$ cat config.mk
export PLATFORM = sky130hd
export DESIGN_NAME = lru_page_replacement_core
export DESIGN_NICKNAME = d
export VERILOG_FILES = /design/src/rtl/lrupr_pkg.sv /design/src/rtl/lru_page_replacement_core.sv /design/src/rtl/lrupr_ctrl.sv /design/src/rtl/lrupr_dp.sv
export SDC_FILE = /design/constraint.sdc
export NUM_CORES = 1
export LEC_CHECK = 0
export BUFFER_PORTS_ARGS = -buffer_cell sky130_fd_sc_hd__buf_2
export CAP_MARGIN = 20
export CORE_ASPECT_RATIO = 0.7
export CORE_MARGIN = 5
export CORE_UTILIZATION = 50
export CTS_CLUSTER_SIZE = 10
export DETAILED_ROUTE_END_ITERATION = 8
export PLACE_DENSITY_LB_ADDON = 0.1
export SLEW_MARGIN = 25
export SYNTH_ARGS = -nofsm -noshare
export SYNTH_HDL_FRONTEND = slang
export SYNTH_SLANG_ARGS = --single-unit
$ cat constraint.sdc
create_clock -name clk -period 6.7 [get_ports clk]
set_input_delay 0 -clock clk [delete_from_list [all_inputs] [get_ports clk]]
set_output_delay 0 -clock clk [all_outputs]
set_load 0.1 [all_outputs]
$ cat src/rtl/lrupr_pkg.sv
// Package with shared types, constants and defaults for the LRU page replacement core.
package lrupr_pkg;

    // Default values for the top-level parameters.
    localparam int DEF_MAX_FRAMES = 8;
    localparam int DEF_PAGE_BITS  = 16;

    // Fixed field widths of the ports.
    localparam int PAGE_NUM_W = 16;
    localparam int FAULT_W    = 32;
    localparam int CAP_W      = 4;

    // Reset value of the frames_in_use register.
    localparam logic [CAP_W-1:0] CAP_RESET = 4'd3;

    // Controller states.
    typedef enum logic [1:0] {
        ST_IDLE,
        ST_LOOKUP,
        ST_UPDATE
    } state_t;

    // Commands from the controller to the datapath.
    typedef struct packed {
        logic capture;
        logic lookup;
        logic commit;
    } cmd_t;

    // Status from the datapath to the controller.
    typedef struct packed {
        logic out_free;
    } status_t;

endpackage

$ cat src/rtl/lru_page_replacement_core.sv
// Top level of the LRU page replacement core: controller plus datapath.
//
//  Channel   Signals                                       Direction
//  input     in_valid, in_stall, page_number               reference in
//  output    out_valid, out_stall, is_hit, evicted_valid,  result out
//            evicted_page, fault_total
//  config    cfg_valid, cfg_ready, frames_in_use           register write
//
// Each reference passes a lookup step, the parallel tag and rank compare over
// all frames, and an update step, the rank update and frame write.
// A new reference is taken in the same cycle as the previous commit.
// Reset clears all frames, the fault counter and sets frames_in_use to 3.
// A stalled result holds the commit step until the output register frees up.
module lru_page_replacement_core #(
    parameter int MAX_FRAMES = lrupr_pkg::DEF_MAX_FRAMES,
    parameter int PAGE_BITS  = lrupr_pkg::DEF_PAGE_BITS
) (
    input  logic                                clk,
    input  logic                                rst_n,
    input  logic                                in_valid,
    output logic                                in_stall,
    input  logic [lrupr_pkg::PAGE_NUM_W-1:0]    page_number,
    output logic                                out_valid,
    input  logic                                out_stall,
    output logic                                is_hit,
    output logic                                evicted_valid,
    output logic [lrupr_pkg::PAGE_NUM_W-1:0]    evicted_page,
    output logic [lrupr_pkg::FAULT_W-1:0]       fault_total,
    input  logic                                cfg_valid,
    output logic                                cfg_ready,
    input  logic [lrupr_pkg::CAP_W-1:0]         frames_in_use
);

    lrupr_pkg::cmd_t    cmd;
    lrupr_pkg::status_t status;

    // Configuration writes are always taken.
    assign cfg_ready = 1'b1;

    lrupr_ctrl u_ctrl (
        .clk      (clk),
        .rst_n    (rst_n),
        .in_valid (in_valid),
        .status   (status),
        .cmd      (cmd),
        .in_stall (in_stall)
    );

    lrupr_dp #(
        .MAX_FRAMES (MAX_FRAMES),
        .PAGE_BITS  (PAGE_BITS)
    ) u_dp (
        .clk           (clk),
        .rst_n         (rst_n),
        .cmd           (cmd),
        .status        (status),
        .cfg_write     (cfg_valid && cfg_ready),
        .cfg_data      (frames_in_use),
        .page_number   (page_number),
        .out_valid     (out_valid),
        .out_stall     (out_stall),
        .is_hit        (is_hit),
        .evicted_valid (evicted_valid),
        .evicted_page  (evicted_page),
        .fault_total   (fault_total)
    );

endmodule

$ cat src/rtl/lrupr_ctrl.sv
// Controller state machine that sequences capture, lookup and commit for each reference.
module lrupr_ctrl (
    input  logic              clk,
    input  logic              rst_n,
    input  logic              in_valid,
    input  lrupr_pkg::status_t status,
    output lrupr_pkg::cmd_t   cmd,
    output logic              in_stall
);

    lrupr_pkg::state_t state_reg;
    lrupr_pkg::state_t state_next;

    // State register.
    always_ff @(posedge clk or negedge rst_n)
    begin
        if (!rst_n)
        begin
            state_reg <= lrupr_pkg::ST_IDLE;
        end
        else
        begin
            state_reg <= state_next;
        end
    end

    // Next state and command decode.
    always_comb
    begin
        state_next  = state_reg;
        cmd         = '0;
        in_stall    = 1'b1;
        case (state_reg)
            lrupr_pkg::ST_IDLE:
            begin
                in_stall = 1'b0;
                if (in_valid)
                begin
                    cmd.capture = 1'b1;
                    state_next  = lrupr_pkg::ST_LOOKUP;
                end
            end
            lrupr_pkg::ST_LOOKUP:
            begin
                cmd.lookup = 1'b1;
                state_next = lrupr_pkg::ST_UPDATE;
            end
            lrupr_pkg::ST_UPDATE:
            begin
                // The result needs a free output register; a new reference may enter at once.
                if (status.out_free)
                begin
                    cmd.commit = 1'b1;
                    in_stall   = 1'b0;
                    if (in_valid)
                    begin
                        cmd.capture = 1'b1;
                        state_next  = lrupr_pkg::ST_LOOKUP;
                    end
                    else
                    begin
                        state_next = lrupr_pkg::ST_IDLE;
                    end
                end
            end
            default:
            begin
                state_next = lrupr_pkg::ST_IDLE;
            end
        endcase
    end

endmodule

$ cat src/rtl/lrupr_dp.sv
// Datapath with the frame table, recency ranks, fault counter and result register.
module lrupr_dp #(
    parameter int MAX_FRAMES = lrupr_pkg::DEF_MAX_FRAMES,
    parameter int PAGE_BITS  = lrupr_pkg::DEF_PAGE_BITS
) (
    input  logic                                clk,
    input  logic                                rst_n,
    input  lrupr_pkg::cmd_t                     cmd,
    output lrupr_pkg::status_t                  status,
    input  logic                                cfg_write,
    input  logic [lrupr_pkg::CAP_W-1:0]         cfg_data,
    input  logic [lrupr_pkg::PAGE_NUM_W-1:0]    page_number,
    output logic                                out_valid,
    input  logic                                out_stall,
    output logic                                is_hit,
    output logic                                evicted_valid,
    output logic [lrupr_pkg::PAGE_NUM_W-1:0]    evicted_page,
    output logic [lrupr_pkg::FAULT_W-1:0]       fault_total
);

    localparam int RANK_W = (MAX_FRAMES > 1) ? $clog2(MAX_FRAMES) : 1;
    localparam int CNT_W  = $clog2(MAX_FRAMES + 1);
    localparam logic [7:0] MAX_CAP = 8'(MAX_FRAMES);
    localparam logic [lrupr_pkg::FAULT_W-1:0] FAULT_MAX = '1;

    // Frame table and control state.
    logic [MAX_FRAMES-1:0] valid_reg, valid_next;
    logic [PAGE_BITS-1:0]  page_arr_reg [MAX_FRAMES];
    logic [PAGE_BITS-1:0]  page_arr_next [MAX_FRAMES];
    logic [RANK_W-1:0]     rank_reg [MAX_FRAMES];
    logic [RANK_W-1:0]     rank_next [MAX_FRAMES];
    logic [CNT_W-1:0]      count_reg, count_next;
    logic [lrupr_pkg::FAULT_W-1:0] fault_reg, fault_next;
    logic [lrupr_pkg::CAP_W-1:0]   cap_reg, cap_next;

    // Current reference.
    logic [PAGE_BITS-1:0]  cur_page_reg, cur_page_next;

    // Lookup results held for the commit step.
    logic [MAX_FRAMES-1:0] hit_vec_reg, hit_vec_next;
    logic [MAX_FRAMES-1:0] free_vec_reg, free_vec_next;
    logic [MAX_FRAMES-1:0] victim_vec_reg, victim_vec_next;
    logic                  hit_reg, hit_next;
    logic                  use_free_reg, use_free_next;
    logic [RANK_W-1:0]     hit_rank_reg, hit_rank_next;
    logic [RANK_W-1:0]     victim_rank_reg, victim_rank_next;
    logic [PAGE_BITS-1:0]  victim_page_reg, victim_page_next;

    // Result register.
    logic                  out_valid_reg, out_valid_next;
    logic                  is_hit_reg, is_hit_next;
    logic                  ev_valid_reg, ev_valid_next;
    logic [lrupr_pkg::PAGE_NUM_W-1:0] ev_page_reg, ev_page_next;
    logic [lrupr_pkg::FAULT_W-1:0]    fault_out_reg, fault_out_next;

    // Lookup helpers.
    logic [31:0]           page_ext;
    logic [CNT_W-1:0]      count_m1;
    logic [MAX_FRAMES-1:0] inv_vec;
    logic [7:0]            cap8;
    logic [7:0]            eff_cap;
    logic [MAX_FRAMES-1:0] sel_vec;
    logic [RANK_W-1:0]     age_limit;
    logic                  age_all;
    logic                  do_load;
    logic [31:0]           victim_ext;

    assign status.out_free = !out_valid_reg || !out_stall;

    // Capture the page and the configuration register.
    always_comb
    begin
        page_ext      = {16'b0, page_number};
        cur_page_next = cmd.capture ? page_ext[PAGE_BITS-1:0] : cur_page_reg;
        cap_next      = cfg_write ? cfg_data : cap_reg;
    end

    // Associative lookup, victim match and free-frame pick.
    always_comb
    begin
        count_m1         = count_reg - CNT_W'(1);
        inv_vec          = ~valid_reg;
        cap8             = {4'b0, cap_reg};
        if (cap8 == 8'd0)
        begin
            eff_cap = 8'd1;
        end
        else if (cap8 > MAX_CAP)
        begin
            eff_cap = MAX_CAP;
        end
        else
        begin
            eff_cap = cap8;
        end
        hit_vec_next     = hit_vec_reg;
        free_vec_next    = free_vec_reg;
        victim_vec_next  = victim_vec_reg;
        hit_next         = hit_reg;
        use_free_next    = use_free_reg;
        hit_rank_next    = hit_rank_reg;
        victim_rank_next = victim_rank_reg;
        victim_page_next = victim_page_reg;
        if (cmd.lookup)
        begin
            hit_rank_next    = '0;
            victim_page_next = '0;
            for (int i = 0; i < MAX_FRAMES; i++)
            begin
                hit_vec_next[i]    = valid_reg[i] && (page_arr_reg[i] == cur_page_reg);
                victim_vec_next[i] = valid_reg[i] && (rank_reg[i] == count_m1[RANK_W-1:0]);
            end
            for (int i = 0; i < MAX_FRAMES; i++)
            begin
                if (hit_vec_next[i])
                begin
                    hit_rank_next = hit_rank_next | rank_reg[i];
                end
                if (victim_vec_next[i])
                begin
                    victim_page_next = victim_page_next | page_arr_reg[i];
                end
            end
            free_vec_next    = inv_vec & (~inv_vec + MAX_FRAMES'(1));
            hit_next         = |hit_vec_next;
            use_free_next    = 8'(count_reg) < eff_cap;
            victim_rank_next = count_m1[RANK_W-1:0];
        end
    end

    // Rank aging, frame write and result formation.
    always_comb
    begin
        do_load    = !hit_reg && use_free_reg;
        age_all    = do_load;
        age_limit  = hit_reg ? hit_rank_reg : victim_rank_reg;
        sel_vec    = hit_reg ? hit_vec_reg : (use_free_reg ? free_vec_reg : victim_vec_reg);
        victim_ext = 32'(victim_page_reg);

        valid_next = valid_reg;
        count_next = count_reg;
        fault_next = fault_reg;
        for (int i = 0; i < MAX_FRAMES; i++)
        begin
            page_arr_next[i] = page_arr_reg[i];
            rank_next[i]     = rank_reg[i];
        end
        is_hit_next    = is_hit_reg;
        ev_valid_next  = ev_valid_reg;
        ev_page_next   = ev_page_reg;
        fault_out_next = fault_out_reg;
        out_valid_next = out_valid_reg && out_stall;

        if (cmd.commit)
        begin
            for (int i = 0; i < MAX_FRAMES; i++)
            begin
                if (valid_reg[i] && (age_all || rank_reg[i] < age_limit))
                begin
                    rank_next[i] = rank_reg[i] + RANK_W'(1);
                end
                if (sel_vec[i])
                begin
                    rank_next[i] = '0;
                    if (!hit_reg)
                    begin
                        page_arr_next[i] = cur_page_reg;
                    end
                end
            end
            if (do_load)
            begin
                valid_next = valid_reg | free_vec_reg;
                count_next = count_reg + CNT_W'(1);
            end
            if (!hit_reg && fault_reg != FAULT_MAX)
            begin
                fault_next = fault_reg + 32'd1;
            end
            out_valid_next = 1'b1;
            is_hit_next    = hit_reg;
            ev_valid_next  = !hit_reg && !use_free_reg;
            ev_page_next   = (!hit_reg && !use_free_reg) ? victim_ext[15:0] : '0;
            fault_out_next = fault_next;
        end
    end

    // Control registers.
    always_ff @(posedge clk or negedge rst_n)
    begin
        if (!rst_n)
        begin
            valid_reg     <= '0;
            count_reg     <= '0;
            fault_reg     <= '0;
            cap_reg       <= lrupr_pkg::CAP_RESET;
            out_valid_reg <= 1'b0;
        end
        else
        begin
            valid_reg     <= valid_next;
            count_reg     <= count_next;
            fault_reg     <= fault_next;
            cap_reg       <= cap_next;
            out_valid_reg <= out_valid_next;
        end
    end

    // Payload registers.
    always_ff @(posedge clk)
    begin
        for (int i = 0; i < MAX_FRAMES; i++)
        begin
            page_arr_reg[i] <= page_arr_next[i];
            rank_reg[i]     <= rank_next[i];
        end
        cur_page_reg    <= cur_page_next;
        hit_vec_reg     <= hit_vec_next;
        free_vec_reg    <= free_vec_next;
        victim_vec_reg  <= victim_vec_next;
        hit_reg         <= hit_next;
        use_free_reg    <= use_free_next;
        hit_rank_reg    <= hit_rank_next;
        victim_rank_reg <= victim_rank_next;
        victim_page_reg <= victim_page_next;
        is_hit_reg      <= is_hit_next;
        ev_valid_reg    <= ev_valid_next;
        ev_page_reg     <= ev_page_next;
        fault_out_reg   <= fault_out_next;
    end

    assign out_valid     = out_valid_reg;
    assign is_hit        = is_hit_reg;
    assign evicted_valid = ev_valid_reg;
    assign evicted_page  = ev_page_reg;
    assign fault_total   = fault_out_reg;

endmodule
==> flow_summary.ini, run 1 <==
[global_route]
antenna_found_initial = 1
grt_pass1_wl_um = 60030
overflow = 0
grt_pass1_vias = 9454
grt_start_max_net_pins = 52
grt_use_total_pct = 23.52

[logic_synthesis]
async_flop_share_pct = 16.09
syn_area_um2 = 15110
synthSimpleGateAreaFrac_pct = 12.68
syn_area_per_cell_um2 = 13.05
ys_top_cells_by_count = 266 x edfxtp_1, 120 x xnor2_1, 94 x xor2_1
synth_top_family_by_area = XOR/XNOR gates
yosysTopAreaCell = edfxtp_1
synthesis.nets = 1213
ys_seq_elements = 317
yosys_most_used_dff = edfxtp_1
synth_edf_count = 266
netlist.area_leader.share_pct = 52.86
synthMuxAreaShare_pct = 0.9107
synth_compound_area_share_pct = 7.261
synth-xor-area-share_pct = 12.69
synth_cell_types = 60
ys_warn_count = 0
yosys.area_share.adder_pct = 2.484
ys_seq_area_share_pct = 61.32
synth_area_leaders = edfxtp_1 53%, dfrtp_1 8.1%, xnor2_1 7.0%, xor2_1 5.4%, a22oi_1 3.2%
synth_most_common_cell = edfxtp_1
postSynthCellCount = 1158

[sta]
worstMarginPinSlew_ps = 1024
timing.final.ws_setup_ps = 3421
timing.fmax_ghz = 0.3050
tns_ps = 0
setup_viol = 0
slew_headroom_pct = 29.77
drv_slew = 0
fin_crit_sh_pct = 48.94
finClkSkew_ps = 19.19
hold_violations = 0
rsz0062_at_grt = false
fin_crit_ps = 3279

[final_layout]
multi_input_area_um2 = 5540
register_area_um2 = 9266
finalNetCount = 1321
drive_gt1_share_pct = 13.62
largest_reg_flops = 128
syn2layout_area_growth_pct = 14.13
num-fill-cells = 2437
diodes = 0

[setup_path]
crit_arrival_ps = 3660
cp-start-kind = flip-flop
path_max_fanout = 17
r2r-end = u_dp.victim_page_reg[7]
cp.required_ps = 7080
cp-end-kind = flip-flop
r2r_cells = 7
crit_end = u_dp.victim_page_reg[7]
rrSetupSlack_ps = 3420
criticalPathCategory = flip-flop to flip-flop
critPathLaunch = u_dp.count_reg[0]
timing.rr.start = u_dp.count_reg[0]

[run]
cap_violations = 0

[power]
power_density_nw_per_um2 = 346.5
power.total_mw = 5.976
peakVddDrop_mv = 0.1638
p_leak_nw = 6.158

[floorplanning]
die_area_um2 = 33860
fp.coreArea_um2 = 29910
initial_core_util_pct = 50.53
die_h_um = 155.5
fp.dieW_um = 217.8
rows = 53
io_pins = 78

[clock_network]
root_buffer = clkbuf_16
cts_tree = built
clock_sinks = 317
cts.path.max_buffers = 3
htreeDepth = 2
clk_latency_ps = 540
cts_buffers = 37
cts_setup_buffers = 0
clkTransAtPathRegs_ps = 60
cts_resized = 0

[detailed_routing]
drt_wl_total_um = 39860
ant_nets = 0
wl_per_cell_um = 23.49
drt_iter0_drc = 1125
vias = 9823
dr.pass1.iters = 7
via_per_inst = 5.788
drc_errors = 0

[min_path]
hp-class = input pin to async pin

[placement]
post-place-ws_ps = 3488
place_hpwl_um = 27460
gp_congestion = 0.9129
io_buffers = 76

[status]
outcome = finished, final reports clean
-- power breakdown --
group	internal (mW)	total (mW)	switching, mW
Sequential	2.45	2.71	0.259
Combinational	0.503	1.49	0.985
Clock	1.03	1.78	0.752
-- repair_timing --
item	in CTS	in global routing
endpoints found under the setup margin	0	0
hold buffers	28	0
hold endpoints to repair	74	0
-- logic make-up after synthesis --
group                      count (synthesis)
muxes                                     13
other                                      1
adders and majority gates                 30
DFF                                      317
xor gates and xnor gates                 216
AOI/OAI and AO/OA                        160
buffers and inverters                     81
and+or+nand+nor                          340
-- cell type report --
cell class / instances / area share, %
inverter: 28 / 0.6094
clock inverter: 2 / 0.1016
timing repair buffer: 122 / 4.614
tap: 412 / 2.989
multi-input combinational: 760 / 32.12
clock buffer: 56 / 5.840
sequential: 317 / 53.73
-- metrics by stage --
stage | util [%] | cell area (µm²) | hold WS, ps | std cells
floorplan | - | 15110 | -295.6 | 1158
global placement | 53.13 | 15890 | 176.3 | 1610
detailed placement | 53.19 | 15910 | 178.1 | 1611
CTS | 57.56 | 17210 | 150.5 | 1697
global route | 57.67 | 17250 | 164.0 | 1697
finish | 57.67 | 17250 | 156.5 | 1697
-- worst min path at each step --
stage | start | endpoint | cells past startpoint | slack, ps
final | rst_n | u_dp.cap_reg[2] | 3 | 160
after global routing | page_number[10] | u_dp.cur_page_reg[10] | 2 | 160
after CTS | page_number[3] | u_dp.cur_page_reg[3] | 2 | 150
after detailed placement | page_number[1] | u_dp.cur_page_reg[1] | 1 | 180
after global placement | page_number[4] | u_dp.cur_page_reg[4] | 1 | 180
after floorplan | rst_n | u_ctrl.state_reg[0] | 0 | -300
-- per-layer routing --
metal	up-vias	routed length, µm	global-route usage [%]
li1	4513	-	-
met1	4823	19320	37.96
met2	427	15440	30.58
met3	60	4418	7.372
met4	0	680	5.499
met5	-	0	0
-- critical path, cell delays in order (launching register included) --
cell and delay (ps):
dfrtp_1 700, inv_1 200, ha_1 660, xor2_1 190, nand3_1 100, nor2_2 810, a22oi_1 270, nand4_1 170
-- layout by cell type, fill, tap and decap left out, types with 28 or more instances in the layout --
master / count
a22oi_1: 65
buf_2: 76
clkbuf_16: 37
dfrtp_1: 49
dlygate4sd3_1: 28
edfxtp_1: 266
ha_1: 30
nand2_1: 64
nand3_1: 32
nand4_1: 48
nor2_1: 51
nor3_1: 30
xnor2_1: 120
xor2_1: 94
Note: power is estimated with default switching activity, not from simulation.
==> run 2: changes to the inputs <==
Settings changed: ABC_AREA set to 1.
Clock period 6.7 ns to 2.69 ns, I/O delays scaled along.
==> run 2 against run 1 <==
Combinational power grew to 3.3 times the previous value. Final area is 8.9% higher. Fmax is 26% higher. Count of clock-buffer cells in the layout is 1 higher. First-iteration DRC count is 46% higher. Critical path depth is 3 higher. Synthesized area is 5.6% higher. Die area is 5.3% higher. Clock skew is 5.5 ps lower. Critical path type unchanged. Largest cell class unchanged.
==> flow_summary.ini, run 2 <==
[status]
outcome = finished, final reports clean

[logic_synthesis]
ys_warn_count = 0
netlist.area_leader.share_pct = 50.03
ys_seq_elements = 317
synth_most_common_cell = nand2_1
syn_area_per_cell_um2 = 8.884
syn_area_um2 = 15970
async_flop_share_pct = 16.09
synth_area_leaders = edfxtp_1 50%, nand2_1 16%, dfrtp_1 7.7%, nor2_1 5.5%, inv_1 3.9%
yosys_most_used_dff = edfxtp_1
yosysTopAreaCell = edfxtp_1
ys_top_cells_by_count = 672 x nand2_1, 266 x edfxtp_1, 232 x nor2_1
synth_edf_count = 266
ys_seq_area_share_pct = 58.04
postSynthCellCount = 1797
synthesis.nets = 1852
synth_cell_types = 39

[power]
p_switching_mw = 5.791
p_leak_nw = 8.264
internal-power_mw = 10.24
power_density_nw_per_um2 = 854.1
pwr-share-comb_pct = 30.3
peakVddDrop_mv = 0.5805
clock_power_share_pct = 29.4
seqPwrFrac_pct = 40.2
swShare_pct = 36.12

[setup_path]
r2r-end = u_dp.victim_page_reg[1]
path_max_fanout = 14
criticalPathCategory = flip-flop to flip-flop
rrSetupSlack_ps = 90
r2r_cells = 10
crit_end = u_dp.victim_page_reg[1]
cp-end-kind = flip-flop
crit_arrival_ps = 3010
timing.rr.start = u_dp.count_reg[1]
cp.required_ps = 3100
critPathLaunch = u_dp.count_reg[1]
cp-start-kind = flip-flop

[final_layout]
utilization_pct = 59.89
largest_reg_flops = 128
syn2layout_area_growth_pct = 17.59
final_common_cell = nand2_1
drive_gt1_share_pct = 10.93
fin_cells = 2424
post-route-cell-area_um2 = 18770
layout_common_cells = 672 x nand2_1, 266 x edfxtp_1, 230 x nor2_1
diodes = 0
finalNetCount = 2040

[sta]
fin_crit_sh_pct = 96.72
slew_headroom_pct = 32.56
rsz0062_at_grt = false
worstMarginPinSlew_ps = 1012
setup_viol = 0
hold_violations = 0
fin_crit_ps = 2602
timing.fmax_ghz = 0.3844
worst_hold_slack_ps = 90.66
finClkSkew_ps = 13.65
tns_ps = 0
drv_slew = 0

[global_route]
grt_pass1_wl_um = 79900
antenna_found_initial = 3
grt_pass1_vias = 12220
grt_use_total_pct = 30.15
grt_start_max_net_pins = 87
overflow = 0

[detailed_routing]
ant_nets = 0
drt_wl_total_um = 54200
via_per_inst = 5.483
wl_per_cell_um = 22.36
dr.pass1.iters = 6
drt_iter0_drc = 1644
drc_errors = 0
vias = 13290

[run]
cap_violations = 0

[floorplanning]
rows = 54
die_h_um = 159.5
die_area_um2 = 35660
io_pins = 78
fp.coreArea_um2 = 31350
fp.dieW_um = 223.6
initial_core_util_pct = 50.93

[clock_network]
clkTransAtPathRegs_ps = 60
clock_sinks = 317
htreeDepth = 2
cts.path.max_buffers = 3
clk_latency_ps = 540
root_buffer = clkbuf_16
cts_tree = built
cts_buffers = 38

[placement]
gp_congestion = 0.9993
io_buffers = 76
postPlaceCellArea_um2 = 17330
place_hpwl_um = 40430
place_inst = 2332

[min_path]
hp-class = input pin to async pin
## run 2: changes by cell type after synthesis, moves of 15 or more
cell	delta
nand4_1	-18
and2_1	-17
nand2_1	+608
xnor2_1	-82
xor2_1	-59
a22oi_1	-61
buf_2	-15
nor3_1	-19
o21ai_0	+87
nor2_1	+180
inv_1	+140
## run 2: worst min-delay path by stage
stage | start | end | slack, ps | cells after the start
3_5_place_dp | rst_n | u_dp.fault_reg[28] | 7 | 1
5_1_grt | rst_n | u_dp.fault_reg[10] | 150 | 3
6_report | rst_n | u_dp.fault_reg[14] | 90 | 3
2_1_floorplan | rst_n | u_ctrl.state_reg[0] | -300 | 0
3_3_place_gp | rst_n | u_dp.fault_reg[12] | 5 | 1
4_1_cts | rst_n | u_dp.fault_reg[14] | 90 | 3
## run 2: logic make-up after synthesis
logic type	Yosys count	synth area share, %
AOI/OAI and AO/OA	161	5.415
other	1	0.02349
muxes	3	0.1959
buffers and inverters	214	5.227
adders and majority gates	30	2.351
DFF	317	58.04
xor gates and xnor gates	75	4.279
and+or+nand+nor	996	24.47
## run 2: per-stage QoR
step | total power [mW] | setup slack, ps
finish | 16.03 | 88.22
global route | 16.73 | 7.456
CTS | 15.86 | 94.00
detailed placement | 11.11 | 113.6
global placement | 11.05 | 74.54
floorplan | 9.310 | 73.02
## run 2: worst max-delay path: stages (launching register included)
cell and delay, ps:
dfrtp_1 390, inv_1 80, ha_1 360, buf_4 220
o21ai_0 110, nor3_1 550, buf_4 310, nand3_1 90
o21ai_0 180, nor2_1 110, nand2_1 80
## run 2: cell type report
cell class                      count  area [µm²]
Clock buffer                       57        1086
Clock inverter                      2       11.26
Fill cell                        2694       12580
Inverter                          175       658.1
Multi-Input combinational cell   1266        5891
Sequential cell                   317        9266
Tap cell                          420       525.5
Timing Repair Buffer              187        1336
## run 2: timing repair
item                       CTS  global route
setup buffers                0             2
hold endpoints to repair    46             0
resized for setup            0             4
setup endpoints to repair    0            13
hold buffers                31             0
## run 2: per-layer routing
metal / vias up / GRT usage, % / routed length [µm]
li1: 6214 / - / -
met1: 6306 / 48.19 / 25060
met2: 691 / 38.46 / 20450
met3: 76 / 11.94 / 7767
met4: 4 / 5.678 / 892
met5: - / 0 / 34
## run 2: power groups by stage
stage               Clock (mW)  Combinational, mW  Sequential [mW]
floorplan                    0               2.53             6.77
global placement             0               4.53             6.52
detailed placement           0               4.59             6.52
CTS                       4.78               4.65             6.43
global route              4.99               5.26             6.48
finish                    4.72               4.87             6.45
